==> config.mk <==
export PLATFORM = sky130hd
export DESIGN_NAME = base64_line_encoder_top
export DESIGN_NICKNAME = d
export VERILOG_FILES = /design/src/design/b64le_pkg.sv /design/src/design/b64le_front.sv /design/src/design/b64le_queue.sv /design/src/design/b64le_back.sv /design/src/design/base64_line_encoder_top.sv
export SDC_FILE = /design/constraint.sdc
export NUM_CORES = 1
export LEC_CHECK = 0
export ABC_AREA = 1
export BUFFER_PORTS_ARGS = -buffer_cell sky130_fd_sc_hd__buf_2
export CORE_MARGIN = 4
export CORE_UTILIZATION = 40
export CTS_CLUSTER_SIZE = 16
export DETAILED_ROUTE_END_ITERATION = 7
export HOLD_SLACK_MARGIN = 0.03
export RECOVER_POWER = 50
export SETUP_SLACK_MARGIN = 0.15
export SLEW_MARGIN = 20
export SYNTH_ARGS = -nofsm -noshare
export SYNTH_HDL_FRONTEND = slang
export SYNTH_SLANG_ARGS = --single-unit
==> constraint.sdc <==
create_clock -name clk_i -period 4 [get_ports clk_i]
set_input_delay 0 -clock clk_i [delete_from_list [all_inputs] [get_ports clk_i]]
set_output_delay 0 -clock clk_i [all_outputs]
set_load 0.03 [all_outputs]
==> src/design/b64le_pkg.sv <==
// Shared types, constants and the symbol table of the base64 line encoder.
`default_nettype none

package b64le_pkg;

  localparam logic [7:0] CharCr  = 8'd13;
  localparam logic [7:0] CharLf  = 8'd10;
  localparam logic [7:0] CharPad = 8'd61;

  localparam logic [7:0] LineLengthReset = 8'd72;
  localparam logic [7:0] LineLengthMin   = 8'd4;
  localparam logic [7:0] GroupChars      = 8'd4;

  localparam int unsigned QueueDepthDefault = 2;

  // One byte group handed from the front to the back.
  typedef struct packed {
    logic [7:0] byte2;
    logic [7:0] byte1;
    logic [7:0] byte0;
    logic [1:0] nbytes;   // 1 to 3 real bytes, the rest are zero
    logic       fin;      // closes the message
    logic       wrap;     // CR LF follows the four symbols
  } group_t;

  // Standard alphabet: A-Z a-z 0-9 + /
  function automatic logic [7:0] b64_symbol(input logic [5:0] v);
    logic [7:0] w;
    logic [7:0] s;
    w = {2'b00, v};
    if (v < 6'd26) begin
      s = 8'd65 + w;
    end else if (v < 6'd52) begin
      s = 8'd71 + w;
    end else if (v < 6'd62) begin
      s = w - 8'd4;
    end else if (v == 6'd62) begin
      s = 8'd43;
    end else begin
      s = 8'd47;
    end
    return s;
  endfunction

endpackage

`default_nettype wire

==> src/design/b64le_front.sv <==
// Front end: collects bytes into groups, tracks the output column, decides wraps.
`default_nettype none

module b64le_front (
  input  wire logic            clk_i,
  input  wire logic            rst_ni,
  input  wire logic            cfg_we_i,
  input  wire logic [7:0]      cfg_wdata_i,
  input  wire logic            s_axis_tvalid,
  output logic                 s_axis_tready,
  input  wire logic [7:0]      s_axis_tdata,
  input  wire logic            s_axis_tlast,
  output logic                 push_o,
  output b64le_pkg::group_t    push_data_o,
  input  wire logic            full_i
);
  import b64le_pkg::*;

  logic [7:0] line_len_q;
  logic [7:0] pend0_q, pend0_d;
  logic [7:0] pend1_q, pend1_d;
  logic [1:0] count_q, count_d;
  logic [7:0] col_q, col_d;
  logic       accept;
  logic [7:0] eff_len;
  logic [7:0] col_next;
  group_t     grp;

  assign s_axis_tready = !full_i;
  assign accept        = s_axis_tvalid && s_axis_tready;

  always_comb begin
    eff_len = line_len_q & 8'hFC;
    if (eff_len == 8'd0) begin
      eff_len = LineLengthMin;
    end
    col_next = col_q + GroupChars;

    grp        = '0;
    grp.fin    = s_axis_tlast;
    grp.nbytes = count_q + 2'd1;
    case (count_q)
      2'd0: begin
        grp.byte0 = s_axis_tdata;
      end
      2'd1: begin
        grp.byte0 = pend0_q;
        grp.byte1 = s_axis_tdata;
      end
      default: begin
        grp.byte0 = pend0_q;
        grp.byte1 = pend1_q;
        grp.byte2 = s_axis_tdata;
      end
    endcase
    grp.wrap = s_axis_tlast || (col_next >= eff_len);

    push_o      = accept && (s_axis_tlast || count_q == 2'd2);
    push_data_o = grp;

    pend0_d = pend0_q;
    pend1_d = pend1_q;
    count_d = count_q;
    col_d   = col_q;
    if (push_o) begin
      count_d = 2'd0;
      col_d   = grp.wrap ? 8'd0 : col_next;
    end else if (accept) begin
      // hold the byte until its group is complete
      if (count_q == 2'd0) begin
        pend0_d = s_axis_tdata;
      end else begin
        pend1_d = s_axis_tdata;
      end
      count_d = count_q + 2'd1;
    end
  end

  always_ff @(posedge clk_i or negedge rst_ni) begin
    if (!rst_ni) begin
      line_len_q <= LineLengthReset;
      count_q    <= 2'd0;
      col_q      <= 8'd0;
    end else begin
      if (cfg_we_i) begin
        line_len_q <= cfg_wdata_i;
      end
      count_q <= count_d;
      col_q   <= col_d;
    end
  end

  always_ff @(posedge clk_i) begin
    pend0_q <= pend0_d;
    pend1_q <= pend1_d;
  end

  a_count_range: assert property (@(posedge clk_i) disable iff (!rst_ni)
    count_q != 2'd3)
    else $error("pending byte count out of range");

  a_final_clears: assert property (@(posedge clk_i) disable iff (!rst_ni)
    (accept && s_axis_tlast) |=> (count_q == 2'd0 && col_q == 8'd0))
    else $error("final transfer did not clear pending bytes and column");

endmodule

`default_nettype wire

==> src/design/b64le_queue.sv <==
// Short group queue between the front and the back.
`default_nettype none

module b64le_queue #(
  parameter int unsigned Depth = b64le_pkg::QueueDepthDefault  // power of two, at least 2
) (
  input  wire logic               clk_i,
  input  wire logic               rst_ni,
  input  wire logic               push_i,
  input  wire b64le_pkg::group_t  push_data_i,
  output logic                    full_o,
  input  wire logic               pop_i,
  output logic                    valid_o,
  output b64le_pkg::group_t       head_o
);
  import b64le_pkg::*;

  localparam int unsigned PtrW = $clog2(Depth);
  localparam int unsigned CntW = $clog2(Depth + 1);

  group_t            mem_q [Depth];
  logic [PtrW-1:0]   wr_ptr_q;
  logic [PtrW-1:0]   rd_ptr_q;
  logic [CntW-1:0]   count_q;
  logic              do_push;
  logic              do_pop;

  assign full_o  = (count_q == CntW'(Depth));
  assign valid_o = (count_q != '0);
  assign head_o  = mem_q[rd_ptr_q];
  assign do_push = push_i && !full_o;
  assign do_pop  = pop_i && valid_o;

  always_ff @(posedge clk_i or negedge rst_ni) begin
    if (!rst_ni) begin
      wr_ptr_q <= '0;
      rd_ptr_q <= '0;
      count_q  <= '0;
    end else begin
      if (do_push) begin
        wr_ptr_q <= wr_ptr_q + 1'b1;
      end
      if (do_pop) begin
        rd_ptr_q <= rd_ptr_q + 1'b1;
      end
      if (do_push && !do_pop) begin
        count_q <= count_q + 1'b1;
      end else if (do_pop && !do_push) begin
        count_q <= count_q - 1'b1;
      end
    end
  end

  always_ff @(posedge clk_i) begin
    if (do_push) begin
      mem_q[wr_ptr_q] <= push_data_i;
    end
  end

  a_no_overflow: assert property (@(posedge clk_i) disable iff (!rst_ni)
    (!push_i || !full_o) && (count_q <= CntW'(Depth)))
    else $error("group queue overflow");

endmodule

`default_nettype wire

==> src/design/b64le_back.sv <==
// Back end: turns queued groups into symbols, padding and CR LF, one per cycle while m_axis is ready.
`default_nettype none

module b64le_back (
  input  wire logic               clk_i,
  input  wire logic               rst_ni,
  input  wire logic               q_valid_i,
  input  wire b64le_pkg::group_t  q_head_i,
  output logic                    q_pop_o,
  output logic                    m_axis_tvalid,
  input  wire logic               m_axis_tready,
  output logic [7:0]              m_axis_tdata,
  output logic                    m_axis_tlast
);
  import b64le_pkg::*;

  localparam logic [2:0] SlotSym0 = 3'd0;
  localparam logic [2:0] SlotSym1 = 3'd1;
  localparam logic [2:0] SlotSym2 = 3'd2;
  localparam logic [2:0] SlotSym3 = 3'd3;
  localparam logic [2:0] SlotCr   = 3'd4;
  localparam logic [2:0] SlotLf   = 3'd5;

  group_t     grp_q;
  logic       active_q;
  logic [2:0] slot_q;
  logic       out_valid_q;
  logic [7:0] out_char_q;
  logic       out_end_q;

  logic       advance;
  logic       emit;
  logic       last_slot;
  logic       take;
  logic [7:0] ch;
  logic       ch_end;

  always_comb begin
    advance   = !out_valid_q || m_axis_tready;
    emit      = advance && active_q;
    last_slot = (slot_q == (grp_q.wrap ? SlotLf : SlotSym3));
    take      = advance && (!active_q || last_slot);
    q_pop_o   = take && q_valid_i;

    ch_end = 1'b0;
    case (slot_q)
      SlotSym0: ch = b64_symbol(grp_q.byte0[7:2]);
      SlotSym1: ch = b64_symbol({grp_q.byte0[1:0], grp_q.byte1[7:4]});
      SlotSym2: ch = (grp_q.nbytes > 2'd1) ?
                     b64_symbol({grp_q.byte1[3:0], grp_q.byte2[7:6]}) : CharPad;
      SlotSym3: ch = (grp_q.nbytes > 2'd2) ? b64_symbol(grp_q.byte2[5:0]) : CharPad;
      SlotCr:   ch = CharCr;
      SlotLf: begin
        ch     = CharLf;
        ch_end = grp_q.fin;
      end
      default:  ch = CharPad;
    endcase
  end

  always_ff @(posedge clk_i or negedge rst_ni) begin
    if (!rst_ni) begin
      active_q    <= 1'b0;
      slot_q      <= SlotSym0;
      out_valid_q <= 1'b0;
    end else begin
      if (emit) begin
        out_valid_q <= 1'b1;
      end else if (advance) begin
        out_valid_q <= 1'b0;
      end
      // load the next group as the current one sends its last character
      if (take) begin
        active_q <= q_valid_i;
        slot_q   <= SlotSym0;
      end else if (emit) begin
        slot_q <= slot_q + 3'd1;
      end
    end
  end

  always_ff @(posedge clk_i) begin
    if (emit) begin
      out_char_q <= ch;
      out_end_q  <= ch_end;
    end
    if (take) begin
      grp_q <= q_head_i;
    end
  end

  assign m_axis_tvalid = out_valid_q;
  assign m_axis_tdata  = out_char_q;
  assign m_axis_tlast  = out_end_q;

  a_end_on_lf: assert property (@(posedge clk_i) disable iff (!rst_ni)
    (m_axis_tvalid && m_axis_tlast) |-> (m_axis_tdata == CharLf))
    else $error("message end flagged on a character other than LF");

  a_slot_range: assert property (@(posedge clk_i) disable iff (!rst_ni)
    active_q |-> (grp_q.wrap ? (slot_q <= SlotLf) : (slot_q <= SlotSym3)))
    else $error("character slot beyond the end of its group");

endmodule

`default_nettype wire

==> src/design/base64_line_encoder_top.sv <==
// Top level of the base64 encoder with line wrapping.
//
//   Channel  Direction  Payload
//   s_axis   in         tdata[7:0] data_byte, tlast final_byte
//   m_axis   out        tdata[7:0] out_char, tlast message_end
//   cfg      in         cfg_wdata_i[7:0] line_length, written when cfg_we_i is high
//
// The output side sends one character per cycle while m_axis is ready: four characters per
// group of three bytes, six when CR LF follows, so the character port sets the sustained rate.
// The front takes one byte per cycle until the group queue fills.
// Reset sets line_length to 72 and empties the buffers; there is no clearing pass.
// A stalled m_axis holds the character register; s_axis stalls only on a full queue.
`default_nettype none

module base64_line_encoder_top #(
  parameter int unsigned QueueDepth = b64le_pkg::QueueDepthDefault
) (
  input  wire logic        clk_i,
  input  wire logic        rst_ni,
  input  wire logic        cfg_we_i,
  input  wire logic [7:0]  cfg_wdata_i,    // line_length
  input  wire logic        s_axis_tvalid,
  output logic             s_axis_tready,
  input  wire logic [7:0]  s_axis_tdata,   // [7:0] data_byte
  input  wire logic        s_axis_tlast,
  output logic             m_axis_tvalid,
  input  wire logic        m_axis_tready,
  output logic [7:0]       m_axis_tdata,   // [7:0] out_char
  output logic             m_axis_tlast
);
  import b64le_pkg::*;

  logic   push;
  group_t push_data;
  logic   full;
  logic   pop;
  logic   q_valid;
  group_t q_head;

  b64le_front u_front (
    .clk_i         (clk_i),
    .rst_ni        (rst_ni),
    .cfg_we_i      (cfg_we_i),
    .cfg_wdata_i   (cfg_wdata_i),
    .s_axis_tvalid (s_axis_tvalid),
    .s_axis_tready (s_axis_tready),
    .s_axis_tdata  (s_axis_tdata),
    .s_axis_tlast  (s_axis_tlast),
    .push_o        (push),
    .push_data_o   (push_data),
    .full_i        (full)
  );

  b64le_queue #(
    .Depth (QueueDepth)
  ) u_queue (
    .clk_i       (clk_i),
    .rst_ni      (rst_ni),
    .push_i      (push),
    .push_data_i (push_data),
    .full_o      (full),
    .pop_i       (pop),
    .valid_o     (q_valid),
    .head_o      (q_head)
  );

  b64le_back u_back (
    .clk_i         (clk_i),
    .rst_ni        (rst_ni),
    .q_valid_i     (q_valid),
    .q_head_i      (q_head),
    .q_pop_o       (pop),
    .m_axis_tvalid (m_axis_tvalid),
    .m_axis_tready (m_axis_tready),
    .m_axis_tdata  (m_axis_tdata),
    .m_axis_tlast  (m_axis_tlast)
  );

endmodule

`default_nettype wire
==> run_summary.xml <==
<?xml version="1.0" encoding="UTF-8"?>
<metrics>
  <group name="clock_tree">
    <metric name="number_of_hold_buffers_added_after_cts" unit="">30</metric>
    <metric name="cts_tree" unit="">built</metric>
    <metric name="htreeDepth" unit="">4</metric>
    <metric name="number_of_clock_buffers_inserted_by_tritoncts" unit="">17</metric>
    <metric name="worstSkewPairLatency" unit="ps">410</metric>
    <metric name="cts_setup_buffers" unit="">0</metric>
    <metric name="cts_num_sinks" unit="">132</metric>
    <metric name="cts.clk_slew.worst_paths" unit="ps">50</metric>
    <metric name="cts.repair.resized" unit="">0</metric>
    <metric name="clk_path_buf_depth" unit="">2</metric>
    <metric name="ctsRootBufferMaster" unit="">clkbuf_16</metric>
  </group>
  <group name="sta">
    <metric name="final_critical_path_required_period" unit="ps">2990</metric>
    <metric name="total_negative_setup_slack" unit="ps">0</metric>
    <metric name="period_share" unit="">0.748</metric>
    <metric name="worstMarginPinSlew" unit="ps">1280</metric>
    <metric name="achievable-frequency" unit="MHz">334</metric>
    <metric name="grt_setup_unrepaired" unit="">false</metric>
    <metric name="drv_slew" unit="">0</metric>
    <metric name="timing.clock.skew" unit="ps">7.92</metric>
    <metric name="finalHoldViolCount" unit="">0</metric>
    <metric name="timing.slew.headroom" unit="">0.149</metric>
    <metric name="setup_viol" unit="">0</metric>
  </group>
  <group name="routing">
    <metric name="drt_iter0_drc" unit="">312</metric>
    <metric name="firstDrtPassIters" unit="">5</metric>
    <metric name="post_drt_via_cell_ratio" unit="">4.67</metric>
    <metric name="wire_per_inst" unit="um">13.1</metric>
    <metric name="detail-route-antenna-nets" unit="">0</metric>
    <metric name="detail_route.drc_violations" unit="">0</metric>
    <metric name="totalWireLength" unit="mm">14.3</metric>
    <metric name="vias" unit="">5109</metric>
  </group>
  <group name="min_path">
    <metric name="worst_min_delay_path_category" unit="">in -&gt; reg</metric>
    <metric name="timing.hold.worst.start" unit="">s_axis_tdata[0]</metric>
  </group>
  <group name="yosys">
    <metric name="synth-warning-count" unit="">0</metric>
    <metric name="syn-num-nets" unit="">848</metric>
    <metric name="synth.ff_latch_count" unit="">132</metric>
    <metric name="top_ff_cell_synth" unit="">edfxtp_1</metric>
    <metric name="synth-edff-count" unit="">109</metric>
    <metric name="synth_cell_type_count" unit="">38</metric>
    <metric name="syn-instance-count" unit="">786</metric>
    <metric name="syn-cell-area" unit="um2">7040</metric>
    <metric name="synth-seq-area-share" unit="">0.547</metric>
    <metric name="synth_async_sr_flop_share" unit="">0.174</metric>
    <metric name="syn_avg_cell_area" unit="um2">8.96</metric>
  </group>
  <group name="die">
    <metric name="placeable_core_region" unit="um2">17300</metric>
    <metric name="pin_count" unit="">33</metric>
    <metric name="design.die.area" unit="um2">19800</metric>
    <metric name="placement_rows" unit="">48</metric>
    <metric name="dieHeight" unit="um">141</metric>
    <metric name="die_width" unit="um">141</metric>
    <metric name="initial_core_util" unit="">0.407</metric>
  </group>
  <group name="critical_path">
    <metric name="crit_type" unit="">reg -&gt; reg</metric>
    <metric name="crit_slowest_cell" unit="">a21oi_1</metric>
    <metric name="rrSetupSlack" unit="ps">1010</metric>
    <metric name="timing.critical_path.buf_inv" unit="">4</metric>
    <metric name="worst_path_most_repeated_cell" unit="">inv_1</metric>
    <metric name="required" unit="ps">4100</metric>
    <metric name="crit_family" unit="">buffers and inverters</metric>
    <metric name="critical_path.max_fanout" unit="">15</metric>
    <metric name="crit_chain" unit="">inv_1, ha_1, inv_1, a21oi_1, inv_2, nor2_2, buf_4</metric>
    <metric name="regToRegStartpoint" unit="">u_front.count_q[0]</metric>
    <metric name="critical_path.startpoint_type" unit="">register</metric>
    <metric name="crit_path_start" unit="">u_front.count_q[0]</metric>
    <metric name="timing.critical_path.slowest_cell_delay" unit="ps">740</metric>
    <metric name="cp-end-kind" unit="">register</metric>
    <metric name="endpoint_arrival_time_on_the_critical_path" unit="ps">3090</metric>
  </group>
  <group name="global_routing">
    <metric name="grt_start_max_net_pins" unit="">31</metric>
    <metric name="wire_length_of_the_first_global_routing_pass" unit="mm">23.9</metric>
    <metric name="grt_antenna_before_repair" unit="">0</metric>
    <metric name="grt_pass1_vias" unit="">4868</metric>
    <metric name="gr-total-overflow" unit="">0</metric>
    <metric name="grt_use_total" unit="">0.152</metric>
  </group>
  <group name="final_layout">
    <metric name="final_area" unit="um2">8290</metric>
    <metric name="syn_to_final_growth" unit="%">17.8</metric>
    <metric name="layout_filler_cell_count" unit="">1638</metric>
    <metric name="layout.cells.most_common" unit="">nand2_1</metric>
    <metric name="final_util" unit="">0.480</metric>
    <metric name="post_route_cells_drive_above_1_share" unit="">0.0714</metric>
    <metric name="diodes" unit="">0</metric>
    <metric name="layout_common_cells" unit="">nand2_1 (239), edfxtp_1 (109), inv_1 (102)</metric>
    <metric name="nets" unit="">919</metric>
  </group>
  <group name="flow_run">
    <metric name="timing.max_cap.violations" unit="">0</metric>
  </group>
  <group name="placed_design">
    <metric name="place_congestion" unit="">0.936</metric>
    <metric name="dpl-instance-area" unit="um2">7460</metric>
    <metric name="post_dp_hpwl" unit="mm">10.2</metric>
    <metric name="io_buffer_count" unit="">30</metric>
  </group>
  <group name="pwr">
    <metric name="p_per_area" unit="nW/um2">821</metric>
    <metric name="power.ir.vdd_worst" unit="mV">0.547</metric>
    <metric name="power_leakage" unit="nW">3.69</metric>
  </group>
  <group name="status">
    <metric name="status" unit="">complete, no violations</metric>
  </group>
</metrics>
flip-flops by register name, indices dropped and copies added (netlist names):
signal / count
u_front.pend1_q: 8
u_back.slot_q: 3
u_back.m_axis_tdata: 8
u_queue.rd_ptr_q: 1
u_front.line_len_q: 6
u_back.grp_q: 28
u_queue.wr_ptr_q: 1
u_queue.mem_q: 56
u_front.pend0_q: 8
u_back.active_q: 1
u_back.m_axis_tlast: 1
u_front.count_q: 2
u_queue.count_q: 2
u_front.col_q: 6
u_back.m_axis_tvalid: 1
power breakdown:
part | switching (mW) | leakage (nW) | total (mW) | internal [mW]
logic | 1.88 | 2.11 | 2.78 | 0.897
clock network | 0.550 | 0.276 | 1.52 | 0.965
registers | 0.345 | 1.31 | 2.51 | 2.17
cells in the mapped netlist (3+ instances only):
| cell | count | area (um2) |
|---|---|---|
| dfrtp_1 | 21 | 526 |
| inv_2 | 6 | 22.5 |
| inv_1 | 102 | 383 |
| xor2_1 | 13 | 114 |
| nor3_1 | 7 | 35.0 |
| o21ai_0 | 32 | 160 |
| nand4_1 | 3 | 18.8 |
| nand2_2 | 5 | 31.3 |
| ha_1 | 40 | 500 |
| nand2_1 | 239 | 897 |
| edfxtp_1 | 109 | 3270 |
| nand3_1 | 60 | 300 |
| o22ai_1 | 11 | 68.8 |
| clkbuf_1 | 6 | 22.5 |
| buf_2 | 3 | 15.0 |
| o21ai_1 | 6 | 30.0 |
| nor2_1 | 69 | 259 |
| a21oi_1 | 25 | 125 |
| xnor2_1 | 4 | 35.0 |
cells by family after synthesis:
logic type	Yosys count	synth area share
AOI/OAI and AO/OA	80	0.0615
buffers and inverters	123	0.0668
and+or+nand+nor	394	0.232
DFF	132	0.547
adders and majority gates	40	0.0711
xor gates and xnor gates	17	0.0212
path summary, 6_finish.rpt:
| kind | end | depth (start not counted) |
|---|---|---|
| hold reg to reg | u_back.grp_q[11] | 2 |
| setup / recovery | u_queue.mem_q[0][24] | 7 |
| max in group asynchronous | u_front.count_q[0] | 2 |
| min in group asynchronous | u_back.slot_q[0] | 2 |
| hold / removal | u_front.pend1_q[0] | 2 |
| setup reg to reg | u_queue.mem_q[0][24] | 7 |
layer usage:
metal  track usage  wire length, um  up-vias
met1         0.207             7040     2306
met2         0.239             6550       77
li1              -                -     2707
met5             0                0        -
met3        0.0302              446       19
met4        0.0602              247        0
area by class of cell:
type,count,area [um2],area share
Tap cell,225,282,0.0339
Clock buffer,19,433,0.0522
Sequential cell,132,3850,0.464
Multi-Input combinational cell,531,2720,0.328
Clock inverter,11,136,0.0164
Timing Repair Buffer,65,455,0.0549
Inverter,110,413,0.0498
per-stage QoR:
step                hold WS (ps)  power, mW  worst slack, ps  instances
detailed placement          17.0       5.31             1290       1033
global placement            14.0       5.28             1370       1033
CTS                          111       6.87             1280       1093
global route                 332       7.38              714       1093
finish                       313       6.81             1010       1093
floorplan                   -296       4.56             1380        786
Note: power is estimated with default switching activity, not from simulation.
